File: config.mk
export PLATFORM = sky130hd
export DESIGN_NAME = simplified_des_byte_cipher
export DESIGN_NICKNAME = d
export VERILOG_FILES = /design/src/rtl/sdbc_pkg.sv /design/src/rtl/sdbc_key_sched.sv /design/src/rtl/sdbc_round.sv /design/src/rtl/simplified_des_byte_cipher.sv
export SDC_FILE = /design/constraint.sdc
export NUM_CORES = 1
export LEC_CHECK = 0
export ABC_AREA = 1
export BUFFER_PORTS_ARGS = -buffer_cell sky130_fd_sc_hd__buf_4
export CELL_PAD_IN_SITES_DETAIL_PLACEMENT = 1
export CELL_PAD_IN_SITES_GLOBAL_PLACEMENT = 1
export CORE_MARGIN = 2
export CORE_UTILIZATION = 44
export DETAILED_ROUTE_END_ITERATION = 7
export PLACE_DENSITY = 0.87
export SETUP_SLACK_MARGIN = 0.15
export SLEW_MARGIN = 20
export SYNTH_ARGS = -nofsm -noshare
export SYNTH_HDL_FRONTEND = slang
export SYNTH_SLANG_ARGS = --single-unit
export TNS_END_PERCENT = 10
File: constraint.sdc
create_clock -name clk_i -period 7.9 [get_ports clk_i]
set_input_delay 1.58 -clock clk_i [delete_from_list [all_inputs] [get_ports clk_i]]
set_output_delay 1.58 -clock clk_i [all_outputs]
set_load 0.03 [all_outputs]
File: src/rtl/sdbc_pkg.sv
// Package for the simplified DES byte cipher: permutation tables, S-boxes,
// the subkey pair type and the permutation and S-box helper functions.
// No dependencies.
package sdbc_pkg;

  localparam int unsigned ByteW = 8;
  localparam int unsigned KeyW  = 10;
  localparam int unsigned HalfW = 4;

  // Configuration register indexes.
  localparam logic CFG_IDX_KEY  = 1'b0;
  localparam logic CFG_IDX_MODE = 1'b1;

  // Entry t at position i: output bit i takes input bit t.
  localparam logic [2:0] IP_TAB  [8]  = '{3'd1, 3'd5, 3'd2, 3'd0, 3'd3, 3'd7, 3'd4, 3'd6};
  localparam logic [2:0] FP_TAB  [8]  = '{3'd3, 3'd0, 3'd2, 3'd4, 3'd6, 3'd1, 3'd7, 3'd5};
  localparam logic [1:0] EP_TAB  [8]  = '{2'd3, 2'd0, 2'd1, 2'd2, 2'd1, 2'd2, 2'd3, 2'd0};
  localparam logic [1:0] P4_TAB  [4]  = '{2'd1, 2'd3, 2'd2, 2'd0};
  localparam logic [3:0] P10_TAB [10] = '{4'd2, 4'd4, 4'd1, 4'd6, 4'd3,
                                          4'd9, 4'd0, 4'd8, 4'd7, 4'd5};
  localparam logic [3:0] P8_TAB  [8]  = '{4'd5, 4'd2, 4'd6, 4'd3, 4'd7, 4'd4, 4'd9, 4'd8};

  localparam logic [1:0] SB_LO [4][4] = '{'{2'd1, 2'd0, 2'd3, 2'd2},
                                          '{2'd3, 2'd2, 2'd1, 2'd0},
                                          '{2'd0, 2'd2, 2'd1, 2'd3},
                                          '{2'd3, 2'd1, 2'd3, 2'd2}};
  localparam logic [1:0] SB_HI [4][4] = '{'{2'd0, 2'd1, 2'd2, 2'd3},
                                          '{2'd2, 2'd0, 2'd1, 2'd3},
                                          '{2'd3, 2'd0, 2'd1, 2'd0},
                                          '{2'd2, 2'd1, 2'd0, 2'd3}};

  typedef struct packed {
    logic [ByteW-1:0] first;
    logic [ByteW-1:0] second;
  } subkeys_t;

  function automatic logic [ByteW-1:0] ip_perm(logic [ByteW-1:0] src);
    logic [ByteW-1:0] res;
    for (int i = 0; i < 8; i++) res[i] = src[IP_TAB[i]];
    return res;
  endfunction

  function automatic logic [ByteW-1:0] fp_perm(logic [ByteW-1:0] src);
    logic [ByteW-1:0] res;
    for (int i = 0; i < 8; i++) res[i] = src[FP_TAB[i]];
    return res;
  endfunction

  function automatic logic [ByteW-1:0] ep_perm(logic [HalfW-1:0] src);
    logic [ByteW-1:0] res;
    for (int i = 0; i < 8; i++) res[i] = src[EP_TAB[i]];
    return res;
  endfunction

  function automatic logic [HalfW-1:0] p4_perm(logic [HalfW-1:0] src);
    logic [HalfW-1:0] res;
    for (int i = 0; i < 4; i++) res[i] = src[P4_TAB[i]];
    return res;
  endfunction

  function automatic logic [KeyW-1:0] p10_perm(logic [KeyW-1:0] src);
    logic [KeyW-1:0] res;
    for (int i = 0; i < 10; i++) res[i] = src[P10_TAB[i]];
    return res;
  endfunction

  function automatic logic [ByteW-1:0] p8_perm(logic [KeyW-1:0] src);
    logic [ByteW-1:0] res;
    for (int i = 0; i < 8; i++) res[i] = src[P8_TAB[i]];
    return res;
  endfunction

  // Row comes from the outer bits of the nibble, column from the inner bits.
  function automatic logic [1:0] sbox_lo(logic [HalfW-1:0] nib);
    return SB_LO[{nib[3], nib[0]}][{nib[2], nib[1]}];
  endfunction

  function automatic logic [1:0] sbox_hi(logic [HalfW-1:0] nib);
    return SB_HI[{nib[3], nib[0]}][{nib[2], nib[1]}];
  endfunction

endpackage

File: src/rtl/sdbc_key_sched.sv
// Subkey schedule of the simplified DES byte cipher: P10, per-half rotation
// by one twice, P8 for each subkey, and ordering by mode. Uses sdbc_pkg.
module sdbc_key_sched import sdbc_pkg::*; (
  input  logic [KeyW-1:0] key_i,
  input  logic            decrypt_i,
  output subkeys_t        subkeys_o
);

  logic [KeyW-1:0]  p10;
  logic [4:0]       kl1, kr1, kl2, kr2;
  logic [ByteW-1:0] sk1, sk2;

  assign p10 = p10_perm(key_i);
  assign kl1 = {p10[3:0], p10[4]};
  assign kr1 = {p10[8:5], p10[9]};
  assign kl2 = {kl1[3:0], kl1[4]};
  assign kr2 = {kr1[3:0], kr1[4]};
  assign sk1 = p8_perm({kr1, kl1});
  assign sk2 = p8_perm({kr2, kl2});

  // Decryption runs the rounds with the subkeys in reverse order.
  always_comb begin
    if (decrypt_i) begin
      subkeys_o.first  = sk2;
      subkeys_o.second = sk1;
    end else begin
      subkeys_o.first  = sk1;
      subkeys_o.second = sk2;
    end
  end

endmodule

File: src/rtl/sdbc_round.sv
// One Feistel round function of the simplified DES byte cipher: expansion,
// subkey XOR, two S-boxes and P4. Uses sdbc_pkg.
module sdbc_round import sdbc_pkg::*; (
  input  logic [HalfW-1:0] half_i,
  input  logic [ByteW-1:0] subkey_i,
  output logic [HalfW-1:0] f_o
);

  logic [ByteW-1:0] x;
  logic [1:0]       lo, hi;

  assign x   = ep_perm(half_i) ^ subkey_i;
  assign lo  = sbox_lo(x[3:0]);
  assign hi  = sbox_hi(x[7:4]);
  assign f_o = p4_perm({hi, lo});

endmodule

File: src/rtl/simplified_des_byte_cipher.sv
// Top level of the simplified DES byte cipher: configuration registers,
// input register, two rounds and result register.
// Uses sdbc_pkg, sdbc_key_sched and sdbc_round.
//
// Usage:
//   Input: a byte on data_in_i is transferred at a rising edge with start
//   high and busy low. busy is always low, so a byte may be sent every cycle.
//   Output: each result appears on data_out_o for exactly one cycle with
//   done_o high, in input order. The receiver has no way to stall the block
//   and must take every result. Throughput is one byte per cycle; the input
//   register and the result register lie around the two rounds.
//   Configuration: cfg_we_i with cfg_idx_i writes cfg_wdata_i to the key
//   (index 0, ten bits) or to the decrypt mode (index 1, low bit). Write
//   only while no byte is in flight.
//   Reset: both configuration registers clear to zero (encrypt, key zero)
//   and no result is pending.
module simplified_des_byte_cipher import sdbc_pkg::*; (
  input  logic             clk_i,
  input  logic             rst_ni,
  input  logic             start,
  output logic             busy,
  input  logic [ByteW-1:0] data_in_i,
  output logic             done_o,
  output logic [ByteW-1:0] data_out_o,
  input  logic             cfg_we_i,
  input  logic             cfg_idx_i,
  input  logic [KeyW-1:0]  cfg_wdata_i
);

  logic [KeyW-1:0]  key_q;
  logic             decrypt_q;
  logic             in_valid_q;
  logic [ByteW-1:0] in_data_q;
  logic             out_valid_q;
  logic [ByteW-1:0] out_data_q, out_data_d;
  subkeys_t         subkeys;
  logic [ByteW-1:0] blk;
  logic [HalfW-1:0] f1, f2, mid, fin;

  assign busy = 1'b0;

  always_ff @(posedge clk_i or negedge rst_ni) begin
    if (!rst_ni) begin
      key_q     <= '0;
      decrypt_q <= 1'b0;
    end else if (cfg_we_i) begin
      case (cfg_idx_i)
        CFG_IDX_KEY:  key_q     <= cfg_wdata_i;
        CFG_IDX_MODE: decrypt_q <= cfg_wdata_i[0];
        default: ;
      endcase
    end
  end

  always_ff @(posedge clk_i or negedge rst_ni) begin
    if (!rst_ni) begin
      in_valid_q  <= 1'b0;
      out_valid_q <= 1'b0;
    end else begin
      in_valid_q  <= start && !busy;
      out_valid_q <= in_valid_q;
    end
  end

  always_ff @(posedge clk_i) begin
    if (start && !busy) begin
      in_data_q <= data_in_i;
    end
    if (in_valid_q) begin
      out_data_q <= out_data_d;
    end
  end

  sdbc_key_sched u_key_sched (
    .key_i     (key_q),
    .decrypt_i (decrypt_q),
    .subkeys_o (subkeys)
  );

  assign blk = ip_perm(in_data_q);

  sdbc_round u_round1 (
    .half_i   (blk[7:4]),
    .subkey_i (subkeys.first),
    .f_o      (f1)
  );

  assign mid = blk[3:0] ^ f1;

  sdbc_round u_round2 (
    .half_i   (mid),
    .subkey_i (subkeys.second),
    .f_o      (f2)
  );

  assign fin = blk[7:4] ^ f2;

  // The halves are swapped between the rounds, so mid lands in the upper nibble.
  assign out_data_d = fp_perm({mid, fin});

  assign done_o     = out_valid_q;
  assign data_out_o = out_data_q;

endmodule

======== After elaboration in Yosys (flattened, before gate mapping) ========
Cells that the tools add are included.
cells by class
  mux-type cells .......................... 25
  $mul .................................... 0
  shifts and indexed selects .............. 0
  div/mod/pow operators ................... 0
  eq/ne operators ......................... 0
  reduce and logical (&&, ||, !) cells .... 2
  bitwise logic cells ..................... 13
  magnitude comparators ................... 8
  $add $sub $neg .......................... 0
operators with widths
  kind                  count
  $bmux W8 S2           4
  $mux W8               8
  $ge A3 B3 Y1 const B  8
  $not A2 Y3            8
  $bmux W2 S2           4
  $mux W16              1
  $mux W2               8
  $xor A8 B8 Y8         2
  $xor A4 B4 Y4         2
  $reduce_and A2 Y1     2
  $not A1 Y1            1
storage, ports and cells
  input port bits ......................... 23
  bits in writable memories ............... 0
  register bits after elaboration ......... 29
  output and inout bits ................... 10
  word-level logic and storage cells ...... 54
  memories kept ........................... 0
  bits in latches ......................... 0
  ROM bits ................................ 0

======== Longest topological paths before layout ========
Gate-level depths: netlist of the first run.
  word-level depth ........................ 19
  gate-level depth with buffers ........... 23

======== Cells and area by module ========
A second synthesis of the first run with hierarchy kept.
second synthesis, totals
  cells, all modules ...................... 248
  area total of the unflattened synthesis .. 1933.1 sq um
modules (own cells, without submodules)
  module                      sequential area each (sq um)  instances  cells an instance  area an instance (sq um)
  simplified_des_byte_cipher  805.8                         1          77                 1061.0
  sdbc_round (u_round1)       0.0                           1          68                 357.8
  sdbc_round (u_round2)       0.0                           1          67                 351.6
  sdbc_key_sched              0.0                           1          36                 162.7

======== Worst setup path before layout of the first run ========
OpenSTA, ideal clock, no wires.
  kind .................................... flip-flop to flip-flop
  start point ............................. register decrypt_q
  end point ............................... register out_data_q[1], in the netlist data_out_o[1], data pin
  cell stages (with the launch flop) ...... 21
  slack ................................... 5.311 ns
  arrival time ............................ 2.336 ns
  library setup time ...................... 0.253 ns
  clock period less this slack ............ 2.589 ns
  cells stage by stage .................... dfrtp_1 > buf_6 > nor2_1 > a21oi_1 > nand2_1 > nand2_2 > ha_1 > inv_1 > nand3_1 > nand3_2 > nand2_1 > nand2_1 > nand2_2 > nand2_1 > nand2_2 > ha_1 > nand3b_1 > nand2_1 > nand2_1 > nand3_1 > nand2_1
on the way
  cells in the longest elaborated chain, start to end .. 19
  elaborated cells between the ends (all ways) .. 29
  classes of those cells .................. mux: 19; bitwise: 10
ends and longest elaborated chain
  element                                          RTL line                          text
  from (decl)                                      simplified_des_byte_cipher.sv:31  logic decrypt_q;
  from (signal assigned)                           simplified_des_byte_cipher.sv:49  CFG_IDX_MODE: decrypt_q <= cfg_wdata_i[0];
  $mux W16 (*)                                     sdbc_key_sched.sv:23              if (decrypt_i) begin
  $xor A8 B8 Y8                                    sdbc_round.sv:12                  assign x = ep_perm(half_i) ^ subkey_i;
  $not A2 Y3 (on tied branches)                    sdbc_pkg.sv:75, sdbc_pkg.sv:79
  $bmux W8 S2 (on tied branches)                   sdbc_pkg.sv:75, sdbc_pkg.sv:79
  $mux W8 (on tied branches) (2 in series)         sdbc_pkg.sv:75, sdbc_pkg.sv:79
  $bmux W2 S2 (on tied branches)                   sdbc_pkg.sv:75, sdbc_pkg.sv:79
  $mux W2 (on tied branches) (2 in series)         sdbc_pkg.sv:75, sdbc_pkg.sv:79
  $xor A4 B4 Y4                                    simplified_des_byte_cipher.sv:88  assign mid = blk[3:0] ^ f1;
  $xor A8 B8 Y8 (*)                                sdbc_round.sv:12
  $not A2 Y3 (implied by the code)                 sdbc_pkg.sv:75                    return SB_LO[{nib[3], nib[0]}][{nib[2], nib[1]}];
  $bmux W8 S2                                      sdbc_pkg.sv:75
  $mux W8 (implied by the code) (2 in series)      sdbc_pkg.sv:75
  $bmux W2 S2 (*)                                  sdbc_pkg.sv:75
  $mux W2 (implied by the code) (*) (2 in series)  sdbc_pkg.sv:75
  $xor A4 B4 Y4 (*)                                simplified_des_byte_cipher.sv:96  assign fin = blk[7:4] ^ f2;
  via fin[0]                                       simplified_des_byte_cipher.sv:38  logic [HalfW-1:0] f1, f2, mid, fin;
  to (signal assigned)                             simplified_des_byte_cipher.sv:70  out_data_q <= out_data_d;
  to (decl)                                        simplified_des_byte_cipher.sv:35  logic [ByteW-1:0] out_data_q, out_data_d;
Mark *: on every way through the listed nets, which the timed path passes. The rest lies on a longest branch. The select of a mux whose other input is x is not followed.
A chain may end at the register's enable or synchronous reset.

======== Worst setup path after layout of the first run ========
  start point ............................. register decrypt_q
  end point ............................... register out_data_q[2], in the netlist data_out_o[2], data pin
on the way
  cells in the longest elaborated chain, start to end .. 19
  elaborated cells between the ends (all ways) .. 29
  classes of those cells .................. mux: 19; bitwise: 10
ends and longest elaborated chain
  element                                          RTL line                          text
  $mux W16 (*)                                     sdbc_key_sched.sv:23
  $xor A8 B8 Y8                                    sdbc_round.sv:12
  $not A2 Y3 (on tied branches)                    sdbc_pkg.sv:79, sdbc_pkg.sv:75
  $bmux W8 S2 (on tied branches)                   sdbc_pkg.sv:79, sdbc_pkg.sv:75
  $mux W8 (on tied branches) (2 in series)         sdbc_pkg.sv:79, sdbc_pkg.sv:75
  $bmux W2 S2 (on tied branches)                   sdbc_pkg.sv:79, sdbc_pkg.sv:75
  $mux W2 (on tied branches) (2 in series)         sdbc_pkg.sv:79, sdbc_pkg.sv:75
  $xor A4 B4 Y4                                    simplified_des_byte_cipher.sv:88
  $xor A8 B8 Y8 (*)                                sdbc_round.sv:12
  $not A2 Y3 (implied by the code)                 sdbc_pkg.sv:79                    return SB_HI[{nib[3], nib[0]}][{nib[2], nib[1]}];
  $bmux W8 S2                                      sdbc_pkg.sv:79
  $mux W8 (implied by the code) (2 in series)      sdbc_pkg.sv:79
  $bmux W2 S2 (*)                                  sdbc_pkg.sv:79
  $mux W2 (implied by the code) (*) (2 in series)  sdbc_pkg.sv:79
  $xor A4 B4 Y4 (*)                                simplified_des_byte_cipher.sv:96
  via fin[2]                                       simplified_des_byte_cipher.sv:38
Marked as above.

==> results_dict.tcl, run 1 <==
set metrics [dict create \
    slew_violations 0 \
    drt-initial-drc-count 44 \
    critical_path_class "flip-flop to flip-flop" \
    vias 1919 \
    cts_buffers 3 \
    crit_path_top_delay_cell "dfrtp_1" \
    maxSlewHeadroom_pct 59.26 \
    start_util_pct 46.23 \
    ys_async_sr_fraction_pct 42.86 \
    critPathLaunchType "flip-flop" \
    worstSetupEndpointType "flip-flop" \
    n_antenna_cell 0 \
    post_dp_cell_area_um2 2287 \
    yosysSeqAreaShare_pct 38.52 \
    dieArea_um2 5165 \
    synth_cell_types 25 \
    grt_usage_pct 22.15 \
    cpLargestDelayFamily "simple AND/OR/NAND/NOR gates" \
    ant_nets 0 \
    grt-ovfl-total 0 \
    p_seq_share_pct 30.9 \
    rsz0062_at_grt "false" \
    grt_pass1_wl_mm 8.921 \
    cts.sinks 28 \
    synth_ff_type "edfxtp_1" \
    cp_num_buf_inv 2 \
    intPower_w 0.0003687 \
    multi_input_area_um2 1092 \
    final_net_count 341 \
    synthCells 280 \
    drive_above_1_share_pct 21.94 \
    clk_pin_slew_ns 0.10 \
    nFillCells 574 \
    critPathMaxStageDelay_ns 0.75 \
    io_pins 33 \
    synth_nets 310 \
    worstPathArrival_ns 3.34 \
    finalHoldViolations 0 \
    setup_viol 0 \
    dr.pass1.iters 4 \
    combPwrFrac_pct 50.8 \
    netSwitchingPower_w 0.0002845 \
    fin_hold_ws_ns 0.5437 \
    clkLatencyLatePin_ns 0.29 \
    crit_chain "inv_2, nand2_1, nand3_1, nand2_1, inv_1, ha_1, o21ai_1, nand2_2, nand2_2, nand2_2, nand3_1, nand2_2, ha_1, o21ai_0, nand2_1, nand3_1, nand2_1" \
    stdcell_area_um2 2359 \
    maxCapViolCount 0 \
    clkPwrFrac_pct 18.2 \
    final_cell_mix "107 x nand2_1, 41 x nand3_1, 30 x inv_1, 30 x buf_4, 19 x nand2_2" \
    dieWidth_um 71.87 \
    mappedNetlistArea_um2 2027 \
    wl_per_cell_um 14.55 \
    dp_hpwl_mm 4.451 \
    io_buffers 30 \
    status "completed" \
    seq_area_um2 780.7 \
    grt_max_degree 22 \
    viasPerCell 5.301 \
    period_needed_ns 3.290 \
    rows 24 \
    ctsLongestPathBuffers 2 \
    tritoncts "done" \
    cts-htree-levels 1 \
    hold_buffers 0 \
    p_leak_nw 1.260 \
    grt_pass1_vias 1954 \
    synth-edff-count 16 \
    drcViolationCount 0 \
    avgSynthCellArea_um2 7.239 \
    die_h_um 71.87 \
    post-route-period-util_pct 41.64 \
    max_freq_ghz 0.3040 \
    final_cells 362 \
    gp_congestion 0.8219 \
    area_delta_synth_final_pct 16.36 \
    antenna_found_initial 0 \
    hp-class "flip-flop to flip-flop" \
    core_area_um2 4384 \
    r2r_slack_ns 4.61 \
    ys_ff_latch 28 \
    yosys_warnings 0 \
    pwr_density_cell_nw_per_um2 277.0 \
    clockRootBuffer "clkbuf_8" \
    cts_setup_buffers 0 \
    tightest_slew_ns 0.6111 \
    wl_mm 5.267 \
    swShare_pct 43.56 \
    peakVddDrop_v 0.00009664 \
    fin_tns_setup_ns 0 \
    final_common_cell "nand2_1" \
    clock_skew_ns 0.007801 \
    required_ns 7.96 \
    cts_resized 0 \
    critPathMaxFanout 21 \
    dp_cells 358 \
]
## sequential cells by signal, indices dropped and copies added (netlist names)
name,cells
key_q,9
data_out_o,8
in_data_q,8
decrypt_q,1
done_o,1
in_valid_q,1
## logic make-up after synthesis
| logic type | synth area share [%] |
|---|---|
| AO/OA/AOI/OAI | 4.012 |
| XOR/XNOR | 1.667 |
| adder cells (fa/ha/maj) | 4.321 |
| buffers and inverters | 7.592 |
| flip-flops | 38.52 |
| multiplexers | 2.222 |
| other | 0.1850 |
| AND/OR/NAND/NOR | 41.48 |
## per-layer routing
metal	vias to the layer above	global-route usage, %	wire length (um)
li1	961	-	-
met1	923	27.01	2283
met2	30	41.15	2801
met3	5	2.110	120
met4	0	6.499	61
met5	-	0	0
## synth_stat cells (2+ instances only)
library cell	number	area, um2
edfxtp_1	16	480.5
o21ai_1	3	15.01
ha_1	7	87.58
inv_2	3	11.26
a21oi_1	7	35.03
nand2_2	19	118.9
mux2_2	4	45.04
nor2_1	6	22.52
nand3_2	6	60.06
inv_1	30	112.6
buf_4	2	15.01
o21ai_0	5	25.02
nand2_1	107	401.6
dfrtp_1	12	300.3
nand4_1	3	18.77
nand3_1	41	205.2
## final cells by class
| type | count | share of cell area, % |
|---|---|---|
| clock inverter | 1 | 1.273 |
| sequential | 28 | 33.10 |
| clock buffer | 3 | 1.751 |
| multi-input combinational | 215 | 46.31 |
| timing repair buffer | 30 | 9.549 |
| inverter | 33 | 5.252 |
| tap | 52 | 2.759 |
## power groups by stage
stage	clock [W]	sequential [W]	combinational [W]
after global placement	0	0.000205	0.000313
after global routing	0.000125	0.000205	0.000376
after detailed placement	0	0.000206	0.000332
after CTS	0.000119	0.000203	0.000334
final	0.000119	0.000202	0.000332
after floorplan	0	0.000226	0.000224
## per-stage QoR
stage               utilization, %  power [W]  setup WS (ns)
floorplan                        -  0.0004494          5.311
global placement             52.17  0.0005171          4.763
detailed placement           52.17  0.0005379          4.605
CTS                          53.80  0.0006554          4.590
global route                 53.80  0.0007066          4.228
finish                       53.80  0.0006532          4.610
## path summary, 6_finish.rpt
kind / cells after the start / to / startpoint
setup / recovery: 17 / data_out_o[2] / decrypt_q
hold / removal: 1 / key_q[6] / key_q[6]
setup reg to reg: 17 / data_out_o[2] / decrypt_q
hold reg to reg: 1 / key_q[6] / key_q[6]
max in group asynchronous: 1 / key_q[6] / rst_ni
min in group asynchronous: 1 / in_valid_q / rst_ni
Power figures use the tool's default switching activity.
==> run 2, diff against run 1 <==
--- a/config.mk
+++ b/config.mk
@@ -10,9 +10,9 @@
 export CELL_PAD_IN_SITES_DETAIL_PLACEMENT = 1
 export CELL_PAD_IN_SITES_GLOBAL_PLACEMENT = 1
 export CORE_MARGIN = 2
-export CORE_UTILIZATION = 44
+export CORE_UTILIZATION = 37
 export DETAILED_ROUTE_END_ITERATION = 7
-export PLACE_DENSITY = 0.87
+export PLACE_DENSITY = 0.78
 export SETUP_SLACK_MARGIN = 0.15
 export SLEW_MARGIN = 20
 export SYNTH_ARGS = -nofsm -noshare
==> constraint.sdc (replaced) <==
create_clock -name clk_i -period 2.9 [get_ports clk_i]
set_input_delay 0.58 -clock clk_i [delete_from_list [all_inputs] [get_ports clk_i]]
set_output_delay 0.58 -clock clk_i [all_outputs]
set_load 0.03 [all_outputs]
==> run 2 against run 1 <==
Effect of this change: register-to-register slack got worse by 4.5 ns; core utilization grew 1.9 points; clock power is 110% higher; non-clock buffer count rose by 24.
==> results_dict.tcl, run 2 (synthesis gave the netlist of run 1 again) <==
set metrics [dict create \
    grt_pass1_vias 2057 \
    cts.sinks 28 \
    area_delta_synth_final_pct 42.90 \
    start_util_pct 38.94 \
    swShare_pct 45.98 \
    wl_per_cell_um 16.36 \
    grt_pass1_wl_mm 9.273 \
    slew_violations 0 \
    max_freq_ghz 0.3547 \
    die_h_um 78.02 \
    grt_usage_pct 18.83 \
    hp-class "primary input to asynchronous set/reset pin" \
    clkPwrFrac_pct 12.2 \
    netSwitchingPower_w 0.0009423 \
    tritoncts "done" \
    final_common_cell "nand2_1" \
    clkLatencyLatePin_ns 0.27 \
    critPathLaunchType "flip-flop" \
    post-route-period-util_pct 97.21 \
    io_buffers 30 \
    largest_reg_flops 9 \
    gp_congestion 0.8229 \
    worstPathArrival_ns 2.86 \
    dieArea_um2 6086 \
    period_needed_ns 2.819 \
    clk_pin_slew_ns 0.10 \
    antenna_found_initial 0 \
    combPwrFrac_pct 60.6 \
    critPathMaxFanout 8 \
    final_cell_mix "81 x nand2_1, 51 x buf_4, 31 x nand3_1" \
    drive_above_1_share_pct 43.71 \
    cts_buffers 3 \
    top_register "key_q" \
    maxCapViolCount 0 \
    pwr_density_cell_nw_per_um2 707.6 \
    grt-ovfl-total 0 \
    fin_tns_setup_ns 0 \
    status "completed" \
    wl_mm 6.611 \
    hold_buffers 0 \
    fin_ws_ns 0.08097 \
    cts-htree-levels 1 \
    io_pins 33 \
    rsz0062_at_grt "true" \
    dr.pass1.iters 4 \
    grt_max_degree 16 \
    finalHoldViolations 0 \
    p_leak_nw 1.455 \
    dp_hpwl_mm 4.285 \
    viasPerCell 5.255 \
    n_antenna_cell 0 \
    drt-initial-drc-count 96 \
    peakVddDrop_v 0.0002799 \
    final_net_count 365 \
    p_seq_share_pct 27.2 \
    required_ns 2.94 \
    core_area_um2 5205 \
    dieWidth_um 78.02 \
    drcViolationCount 0 \
    clockRootBuffer "clkbuf_8" \
    ctsLongestPathBuffers 2 \
    intPower_w 0.001107 \
    ant_nets 0 \
    critical_path_class "flip-flop to flip-flop" \
    setup_viol 0 \
    vias 2123 \
    clock_skew_ns 0.004068 \
    rows 26 \
    pre_cts_slack_ns -0.03856 \
    worstSetupEndpointType "flip-flop" \
]
[run 2: power by group through the flow]
stage | clock, W | combinational, W | sequential, W
2_1_floorplan | 0 | 0.000610 | 0.000615
3_3_place_gp | 0 | 0.000886 | 0.000550
3_5_place_dp | 0 | 0.000919 | 0.000553
4_1_cts | 0.000257 | 0.000980 | 0.000549
5_1_grt | 0.000275 | 0.00138 | 0.000564
6_report | 0.000249 | 0.00124 | 0.000557
[run 2: per-stage QoR]
stage / utilization, % / std cells / hold slack [ns] / area, um2 / power (W)
after floorplan: - / 280 / 0.2844 / 2027 / 0.001224
after global placement: 45.38 / 383 / 0.4233 / 2362 / 0.001436
after detailed placement: 45.38 / 383 / 0.4236 / 2362 / 0.001473
after CTS: 48.53 / 393 / 0.1159 / 2526 / 0.001785
after global routing: 55.65 / 404 / 0.1138 / 2897 / 0.002218
final: 55.65 / 404 / 0.1172 / 2897 / 0.002050
[run 2: path summary, 6_finish.rpt]
path,from,to,slack (ns),cells after the start
max reg2reg,decrypt_q,data_out_o[1],0.08,19
min in group clk_i,data_in_i[4],in_data_q[4],0.47,1
min,rst_ni,decrypt_q,0.12,1
max in group asynchronous,rst_ni,key_q[0],2.62,1
min reg2reg,key_q[6],key_q[6],0.54,1
max,decrypt_q,data_out_o[1],0.08,19
[run 2: layer usage]
| layer | part of all wire (%) | up-vias | track usage (%) |
|---|---|---|---|
| met5 | 0 | - | 0 |
| met4 | 2.0 | 0 | 5.263 |
| met3 | 3.9 | 12 | 1.954 |
| met2 | 53 | 52 | 33.97 |
| met1 | 41 | 1042 | 23.89 |
| li1 | - | 1017 | - |
[run 2: worst max-delay path, stage by stage (launching register included)]
cell and delay (ns):
dfrtp_2 0.55, buf_8 0.20, nand2_4 0.07, nand3_2 0.08, nand2_2 0.09, buf_6 0.13
ha_4 0.14, inv_2 0.04, nand2_1 0.05, nand2_2 0.08, nand4_1 0.21, nand2_4 0.15
nand2_2 0.06, nand2_2 0.10, ha_4 0.20, nand3b_1 0.14, nand2_1 0.07, nand2_1 0.07
nand3_1 0.07, nand2_1 0.06
[run 2: final cells by class]
type                            instances  area, um2
Timing Repair Buffer                   54      420.4
Inverter                               33      128.9
Sequential cell                        28      783.3
Multi-Input combinational cell        215       1421
Fill cell                             633       2308
Tap cell                               70      87.58
Clock buffer                            4      55.05
[run 2: repair_timing]
| item | in CTS | in global routing |
|---|---|---|
| buffers inserted | 6 | 11 |
| gates resized for setup | 22 | 65 |
| hold endpoints to repair | 0 | 0 |
| pin swaps | 3 | 36 |
| endpoints found under the setup margin | 3 | 3 |
| gates cloned | 0 | 0 |
